<file path="config.mk">
export PLATFORM = sky130hd
export DESIGN_NAME = afk4_cell
export DESIGN_NICKNAME = d
export VERILOG_FILES = /design/src/design/afk4_pkg.sv /design/src/design/afk4_cell.sv
export SDC_FILE = /design/constraint.sdc
export NUM_CORES = 1
export LEC_CHECK = 0
export ABC_CLOCK_PERIOD_IN_PS = 4300
export BUFFER_PORTS_ARGS = -buffer_cell sky130_fd_sc_hd__buf_4
export CORE_AREA = 3 3 231 233
export CTS_CLUSTER_SIZE = 8
export DETAILED_ROUTE_END_ITERATION = 7
export DIE_AREA = 0 0 234 236
export PLACE_DENSITY = 0.66
export SLEW_MARGIN = 30
export SYNTH_ARGS = -nofsm -noshare
export SYNTH_HDL_FRONTEND = slang
export SYNTH_SLANG_ARGS = --single-unit
</file>
<file path="constraint.sdc">
create_clock -name aclk -period 4.3 [get_ports aclk]
set_clock_uncertainty 0.15 [all_clocks]
set_input_delay 0.43 -clock aclk [delete_from_list [all_inputs] [get_ports aclk]]
set_output_delay 0.43 -clock aclk [all_outputs]
set_load 0.01 [all_outputs]
</file>
<file path="src/design/afk4_pkg.sv">
// Package for the 4-joint arm forward kinematics unit.
// Holds the CORDIC arctangent table, turn constants and the stage record type.
// No dependencies.
`timescale 1ns / 1ps

package afk4_pkg;

    localparam int UNITS_PER_TURN  = 23040;
    localparam int HALF_TURN_UNITS = 11520;
    localparam logic signed [19:0] GAIN_Q16 = 20'sd39797;

    localparam int NUM_REGS = 7;
    localparam logic [2:0] REG_BASE_HEIGHT  = 3'd0;
    localparam logic [2:0] REG_UPPER_ARM    = 3'd1;
    localparam logic [2:0] REG_FOREARM      = 3'd2;
    localparam logic [2:0] REG_WRIST        = 3'd3;
    localparam logic [2:0] REG_LATERAL      = 3'd4;
    localparam logic [2:0] REG_TOOL         = 3'd5;
    localparam logic [2:0] REG_JOINT_OFFSET = 3'd6;

    // CORDIC working word: Q2.16 values grow a little, 20 bits is ample.
    typedef logic signed [19:0] cval_t;
    typedef logic signed [32:0] phase_t;

    // One rotator lane: x, y, residual angle, final negate flag.
    typedef struct packed {
        cval_t  x;
        cval_t  y;
        phase_t z;
        logic   flip;
    } lane_t;

    // Everything one item carries down the cell row.
    typedef struct packed {
        logic   valid;
        logic   ok;
        lane_t  l1;
        lane_t  l2;
        lane_t  l23;
        lane_t  l234;
    } cell_data_t;

    function automatic logic [31:0] atan_turn32(input int i);
        logic [31:0] t;
        case (i)
            0:  t = 32'd536870912;
            1:  t = 32'd316933406;
            2:  t = 32'd167458907;
            3:  t = 32'd85004756;
            4:  t = 32'd42667331;
            5:  t = 32'd21354465;
            6:  t = 32'd10680862;
            7:  t = 32'd5340245;
            8:  t = 32'd2670163;
            9:  t = 32'd1335087;
            10: t = 32'd667544;
            11: t = 32'd333772;
            12: t = 32'd166886;
            13: t = 32'd83443;
            14: t = 32'd41722;
            15: t = 32'd20861;
            16: t = 32'd10431;
            17: t = 32'd5215;
            18: t = 32'd2608;
            19: t = 32'd1304;
            20: t = 32'd652;
            21: t = 32'd326;
            22: t = 32'd163;
            23: t = 32'd81;
            24: t = 32'd41;
            25: t = 32'd20;
            26: t = 32'd10;
            27: t = 32'd5;
            28: t = 32'd3;
            29: t = 32'd1;
            30: t = 32'd1;
            default: t = 32'd0;
        endcase
        return t;
    endfunction

endpackage

</file>
<file path="src/design/afk4_cell.sv">
// One CORDIC micro-rotation cell, applied to all four lanes of an item.
// Depends on afk4_pkg.
`timescale 1ns / 1ps

module afk4_cell #(
    parameter int STEP = 0
) (
    input  logic                  aclk,
    input  logic                  aresetn,
    input  logic                  advance,
    input  afk4_pkg::cell_data_t  d_in,
    output afk4_pkg::cell_data_t  d_out
);

    localparam afk4_pkg::phase_t ATAN =
        afk4_pkg::phase_t'({1'b0, afk4_pkg::atan_turn32(STEP)});

    afk4_pkg::cell_data_t data_reg, data_next;

    function automatic afk4_pkg::lane_t rotate(input afk4_pkg::lane_t a);
        afk4_pkg::lane_t r;
        afk4_pkg::cval_t dx, dy;
        dx = a.y >>> STEP;
        dy = a.x >>> STEP;
        r = a;
        if (!a.z[32]) begin
            r.x = a.x - dx;
            r.y = a.y + dy;
            r.z = a.z - ATAN;
        end else begin
            r.x = a.x + dx;
            r.y = a.y - dy;
            r.z = a.z + ATAN;
        end
        return r;
    endfunction

    always_comb begin
        data_next       = d_in;
        data_next.l1    = rotate(d_in.l1);
        data_next.l2    = rotate(d_in.l2);
        data_next.l23   = rotate(d_in.l23);
        data_next.l234  = rotate(d_in.l234);
    end

    always_ff @(posedge aclk) begin
        if (!aresetn) begin
            data_reg.valid <= 1'b0;
        end else if (advance) begin
            data_reg.valid <= data_next.valid;
        end
        if (advance) begin
            data_reg.ok   <= data_next.ok;
            data_reg.l1   <= data_next.l1;
            data_reg.l2   <= data_next.l2;
            data_reg.l23  <= data_next.l23;
            data_reg.l234 <= data_next.l234;
        end
    end

    assign d_out = data_reg;

endmodule

</file>
==> key figures, run 1 <==
Outcome
  – Outcome: completed

Layout
  – Fill cells: 4433
  – Max FFs per register: 294
  – Final Cell Area: 29100 um^2
  – Layout area overhead: 35.1%
  – Util after Layout: 56.6%
  – Layout net count: 3419
  – Share of cells above drive strength 1: 24.9%

STA
  – Max Transition Viols Final: 0
  – Min Tclk post-route: 2.94 ns
  – Worst-margin pin slew: 0.966 ns
  – Slew HR: 35.5%
  – Setup TNS: 0 ns
  – Final worst path period share: 68.3%
  – Endpoints failing setup: 0
  – Final setup margin: 1.36 ns
  – Fmax: 341 MHz
  – RSZ-0062 raised after global routing: false
  – Final Hold Viols: 0

Global route
  – M1 GR Usage: 33.8%
  – GRT overflow: 0
  – Initial antenna violation count: 11
  – Vias in the first global route: 19209
  – Met3 usage: 6.29%
  – Most crowded layer after global routing: met2
  – First-pass GRT wire length: 114 mm
  – Largest net degree at the start of global routing: 103
  – Global Route met2 Usage: 44.6%
  – GRT Overall Usage: 26.5%

Power
  – Pwr Density: 349 nW/um^2
  – Pleak: 12.9 nW
  – Pwr Total: 10.2 mW
  – Max rail drop VDD: 254 uV

Place
  – Post-DP HPWL: 59.1 mm
  – GP Congestion: 0.958
  – # port buffers: 598
  – Pre-CTS setup slack: 0.816 ns
  – Post-DP Area: 26600 um^2

Yosys
  – Yosys reg bits: 294
  – Mean Syn Cell Area: 9.88 um^2
  – Synth cell types: 98
  – Ys Warns: 0
  – Seq/Total Area, Yosys: 41.0%
  – Top-area cell type share of the netlist area: 40.9%
  – Top post-synthesis cells by area: edfxtp_1, ha_1, xnor2_1, a21oi_1, inv_1
  – List of most frequent post-synthesis cells: edfxtp_1, ha_1, inv_1, a21oi_1, nor2_1
  – Ys async rst share: 0%
  – Post-synth EDFFs: 293
  – Most common cell in the netlist: edfxtp_1
  – Leading area contributor after synthesis: edfxtp_1
  – Post-Syn Instances: 2179
  – Mapped Area: 21500 um^2
  – Primary FF master, synth: edfxtp_1
  – Syn Nets: 2732

Clock tree
  – CTS Buf Count: 43
  – CTS resizes: 0
  – # hold bufs at CTS: 127
  – Clock tree buffer depth: 3
  – CTS sink count: 294
  – Setup repair bufs after CTS: 0
  – Root buf cell: clkbuf_16
  – H-tree depth: 2
  – CTS tree: yes
  – Clk Latency, worst-skew pair: 0.56 ns
  – Clock transition at path regs: 0.05 ns

Detailed routing
  – Via count: 19268
  – WL final: 76.2 mm
  – Starting DRT DRC Count: 1497
  – Antenna viol nets, final: 0
  – First-pass DRT Iterations: 7
  – Vias per cell: 5.39
  – WL/cell: 21.3 um
  – DRC Markers: 0

Worst setup path
  – Required time of the critical path: 4.46 ns
  – Worst path bufs/invs: 2
  – CP delay by family, top: compound AO/OA/AOI/OAI gates
  – Critical Path Sink Type: flip-flop
  – CP Data Arrival Time: 3.10 ns
  – Critical Path Fanout Max: 13
  – Crit path cell chain: buf_4 > inv_1 > ha_1 > and3_1 > and2_2 > or4b_4 > a2111oi_1 > o41ai_1 > o211ai_2 > xor2_1
  – Kind of critical path: primary input to flip-flop
  – CP max stage delay: 0.60 ns
  – Crit start category: primary input
  – Slowest cell on crit path: a2111oi_1

Die
  – Core footprint: 51400 um^2
  – Die ar.: 55200 um^2
  – Die W: 234 um
  – Initial Utilization: 41.9%
  – Std-Cell Rows: 83
  – Die H: 236 um
  – Boundary Pins: 599

Run
  – Max Cap Violations: 0

Hold path
  – Worst hold path type: primary input to flip-flop
[kinds of logic after synthesis]
group | after synthesis | share of synthesized area, %
AOI/OAI and AO/OA | 634 | 19.5
xor gates and xnor gates | 153 | 6.23
adders and majority gates | 252 | 15.2
buffers and inverters | 335 | 6.22
DFF | 294 | 41.0
muxes | 28 | 1.30
and+or+nand+nor | 483 | 10.5
[cell usage in the layout (no fill, tap or decap), types with 15 or more instances in the layout]
cell type / n
buf_4: 605
edfxtp_1: 293
ha_1: 236
inv_1: 220
a21oi_1: 206
nor2_1: 195
dlygate4sd3_1: 127
xnor2_1: 124
o21ai_0: 109
nand2_1: 95
nor3_1: 46
clkbuf_16: 43
a21o_1: 40
o21bai_1: 35
xor2_1: 29
nand2b_1: 28
mux2i_1: 28
o21ai_1: 26
nor2b_1: 24
a31oi_1: 23
nand3_1: 21
o31ai_1: 17
inv_2: 16
a211oi_1: 16
fa_1: 16
nand4_1: 15
[where the power goes]
part	total [mW]	internal, mW	leakage [nW]	switching [mW]
Combinational	3.19	1.41	9.45	1.78
Clock	3.19	1.89	0.596	1.30
Sequential	3.78	3.65	2.88	0.136
[stage by stage]
| stage | std cells | hold slack, ns |
|---|---|---|
| global route | 3570 | 0.0355 |
| floorplan | 2179 | 0.379 |
| detailed placement | 3374 | 0.378 |
| global placement | 3374 | 0.354 |
| finish | 3573 | 0.0556 |
| CTS | 3563 | 0.0247 |
[worst paths after layout]
check | startpoint | end | slack, ns | cells after the start
min | d_in[253] | d_out[253] | 0.06 | 2
max | d_in[125] | d_out[147] | 1.36 | 10
min reg2reg | d_out[297] | d_out[297] | 1.02 | 3
max reg2reg | d_out[297] | d_out[297] | 2.92 | 3
[final cells by class]
type                            count  area (um^2)  share of cell area (%)
Multi-Input combinational cell   1550        11400                    39.1
Tap cell                          680          851                    2.92
Inverter                          241          905                    3.11
Antenna cell                       10         25.0                  0.0860
Timing Repair Buffer              736         5890                    20.2
Clock inverter                      5          105                   0.361
Sequential cell                   294         8820                    30.3
Clock buffer                       57         1130                    3.88
[routing by layer]
layer	wire length, um	up-vias
met3	6300	118
li1	-	9164
met2	36700	804
met5	60	-
met1	31200	9176
met4	1890	6
No activity file was read; power rests on OpenSTA's default activity.
==> run 2: changes to the inputs <==
--- a/config.mk
+++ b/config.mk
@@ -5,13 +5,13 @@
 export SDC_FILE = /design/constraint.sdc
 export NUM_CORES = 1
 export LEC_CHECK = 0
-export ABC_CLOCK_PERIOD_IN_PS = 4300
+export ABC_CLOCK_PERIOD_IN_PS = 2500
 export BUFFER_PORTS_ARGS = -buffer_cell sky130_fd_sc_hd__buf_4
-export CORE_AREA = 3 3 231 233
+export CORE_AREA = 3 3 234 236
 export CTS_CLUSTER_SIZE = 8
 export DETAILED_ROUTE_END_ITERATION = 7
-export DIE_AREA = 0 0 234 236
-export PLACE_DENSITY = 0.66
+export DIE_AREA = 0 0 237 239
+export PLACE_DENSITY = 0.67
 export SLEW_MARGIN = 30
 export SYNTH_ARGS = -nofsm -noshare
 export SYNTH_HDL_FRONTEND = slang
==> constraint.sdc (replaced) <==
create_clock -name aclk -period 2.5 [get_ports aclk]
set_clock_uncertainty 0.15 [all_clocks]
set_input_delay 0.25 -clock aclk [delete_from_list [all_inputs] [get_ports aclk]]
set_output_delay 0.25 -clock aclk [all_outputs]
set_load 0.01 [all_outputs]
==> run 2 against run 1 <==
  * Sequential power increased by 74%
  * Worst setup slack got worse by 1.3 ns
  * Non-clock buffer count increased by 512
  * Flip-flop and latch count unchanged
  * Cell count increased by 14%
  * First-iteration DRC count decreased by 19%
  * Count of clock-buffer cells in the layout unchanged
  * Worst hold slack improved by 0.0075 ns
  * Sequential share of layout area decreased by 3.7 points
  * Combinational power increased by 110%
  * Via count increased by 11%
  * Critical path depth increased by 3
==> key figures, run 2 (same netlist as run 1, synthesis figures left out) <==
Clock tree
  – Clock tree buffer depth: 3 (unchanged)
  – Clk Latency, worst-skew pair: 0.57 ns (was 0.56 ns)
  – Clock transition at path regs: 0.05 ns (about the same)
  – CTS tree: yes (unchanged)
  – H-tree depth: 2 (unchanged)
  – Root buf cell: clkbuf_16 (unchanged)
  – Setup repair bufs after CTS: 0 (unchanged)
  – CTS sink count: 294 (unchanged)
  – CTS Buf Count: 43 (unchanged)

Layout
  – Most frequent cells in the layout: buf_4, edfxtp_1, ha_1, inv_1, a21oi_1 (unchanged)
  – Commonest non-fill, non-tap cell in the layout: buf_4 (unchanged)
  – Layout area overhead: 53.8% (was 35.1%)
  – Finished Layout Cells: 4090 (was 3573)
  – Layout net count: 3931 (was 3419)
  – Max FFs per register: 294 (unchanged)
  – Share of cells above drive strength 1: 36.2% (was 24.9%)

Power
  – Max rail drop VDD: 493 uV (was 254 uV)
  – Pwr Density: 560 nW/um^2 (was 349 nW/um^2)
  – Pleak: 15.4 nW (was 12.9 nW)
  – Pwr Total: 18.5 mW (was 10.2 mW)

STA
  – Final worst path period share: 98.3%
  – RSZ-0062 raised after global routing: true (was false)
  – Fin Hold WS: 0.0631 ns (was 0.0556 ns)
  – Worst-margin pin slew: 0.549 ns (was 0.966 ns)
  – Endpoints failing setup: 0 (unchanged)
  – Max Transition Viols Final: 0 (unchanged)
  – Setup TNS: 0 ns (unchanged)
  – Final setup margin: 0.0417 ns (was 1.36 ns)
  – Final Hold Viols: 0 (unchanged)
  – Slew HR: 62.4% (was 35.5%)
  – Fmax: 407 MHz
  – Min Tclk post-route: 2.46 ns

Place
  – # port buffers: 598 (unchanged)
  – Post-DP HPWL: 68.1 mm (was 59.1 mm)
  – Placed insts: 3875 (was 3374)
  – GP Congestion: 0.972 (was 0.958)
  – Pre-CTS setup slack: -0.534 ns (was 0.816 ns)

Worst setup path
  – Critical Path Fanout Max: 3 (was 13)
  – Kind of critical path: primary input to flip-flop (unchanged)
  – Required time of the critical path: 2.65 ns (was 4.46 ns)
  – CP Data Arrival Time: 2.61 ns (was 3.10 ns)
  – Top cell by count, worst path: buf_4
  – R2R Path End: d_out[297] (unchanged)
  – Crit path cell chain: buf_4 > inv_1 > ha_1 > nor2b_1 > o31ai_1 > buf_4 > o211ai_1 > a21oi_1 > buf_4 > o21ai_1 > a2111oi_0 > a21oi_1 > xor2_1 (was buf_4 > inv_1 > ha_1 > and3_1 > and2_2 > or4b_4 > a2111oi_1 > o41ai_1 > o211ai_2 > xor2_1)
  – Slowest cell on crit path: a2111oi_0 (was a2111oi_1)
  – CP Capture Point: d_out[125] (was d_out[147])
  – Crit start category: primary input (unchanged)
  – FF-to-FF setup slack: 1.14 ns (was 2.92 ns)
  – Setup crit start: d_in[109] (was d_in[125])
  – CP max stage delay: 0.46 ns (was 0.60 ns)
  – Critical Path Sink Type: flip-flop (unchanged)
  – Worst reg2reg path depth: 3 (unchanged)
  – R2r startpoint: d_out[297] (unchanged)

Detailed routing
  – First-pass DRT Iterations: 6 (was 7)
  – WL final: 85.3 mm (was 76.2 mm)
  – Starting DRT DRC Count: 1210 (was 1497)
  – Via count: 21472 (was 19268)
  – WL/cell: 20.9 um (was 21.3 um)
  – DRC Markers: 0 (unchanged)
  – Antenna viol nets, final: 0 (unchanged)
  – Vias per cell: 5.25 (was 5.39)

Global route
  – First-pass GRT wire length: 128 mm (was 114 mm)
  – GRT overflow: 0 (unchanged)
  – Initial antenna violation count: 16 (was 11)
  – Largest net degree at the start of global routing: 65 (was 103)
  – Vias in the first global route: 21959 (was 19209)
  – GRT Overall Usage: 28.9% (was 26.5%)

Hold path
  – Worst hold path type: primary input to flip-flop (unchanged)

Die
  – Boundary Pins: 599 (unchanged)
  – Initial Utilization: 40.9% (was 41.9%)
  – Die H: 239 um (was 236 um)
  – Std-Cell Rows: 84 (was 83)
  – Die W: 237 um (was 234 um)
  – Core footprint: 52700 um^2 (was 51400 um^2)
  – Die ar.: 56600 um^2 (was 55200 um^2)

Outcome
  – Outcome: completed (unchanged)

Run
  – Max Cap Violations: 0 (unchanged)
run 2: worst min path at each step:
stage                  to  slack (ns)  depth (start not counted)      start
2_1_floorplan    d_out[0]        0.20                          0    d_in[0]
3_3_place_gp   d_out[237]        0.28                          1  d_in[237]
3_5_place_dp    d_out[13]        0.28                          1   d_in[13]
4_1_cts         d_out[35]        0.03                          4   d_in[55]
5_1_grt         d_out[35]        0.07                          4   d_in[55]
6_report        d_out[35]        0.06                          4   d_in[55]
run 2: per-layer routing:
metal / GRT usage (%) / vias to the layer above / share of wire [%]
li1: - / 10172 / -
met3: 6.01 / 147 / 6.8
met5: 0 / - / 0.15
met4: 10.0 / 20 / 3.3
met2: 52.1 / 820 / 51
met1: 34.0 / 10313 / 39
run 2: area by class of cell:
class	count	area (um^2)
inverter	241	915
clock buffer	57	1130
sequential	294	8820
clock inverter	6	93.8
fill	4265	19600
multi-input combinational	1550	11500
tap	688	861
antenna	6	15.0
timing repair buffer	1248	9780
run 2: repair_timing:
item                       CTS  global route
gates resized for setup      0             8
setup endpoints to repair    0             9
hold endpoints to repair   177             0
hold buffers               146             0
run 2: through the flow:
step	util (%)	area, um^2
final	62.9	33100
after global routing	62.9	33100
after CTS	62.8	33100
after detailed placement	57.7	30400
after global placement	57.7	30400
after floorplan	-	21600
run 2: worst max-delay path, delay by kind of cell:
kind	cells	cell delay, ns
buf+inv	4	0.46
compound gates	6	1.23
xor+xnor	1	0.17
fa+ha+maj	1	0.32
simple gates	1	0.16
run 2: where the power goes:
part	internal [mW]	switching, mW	total (mW)	leakage [nW]
Clock	3.15	2.24	5.39	0.588
Combinational	3.24	3.33	6.57	11.9
Sequential	6.27	0.311	6.58	2.88
Total	12.7	5.88	18.5	15.4
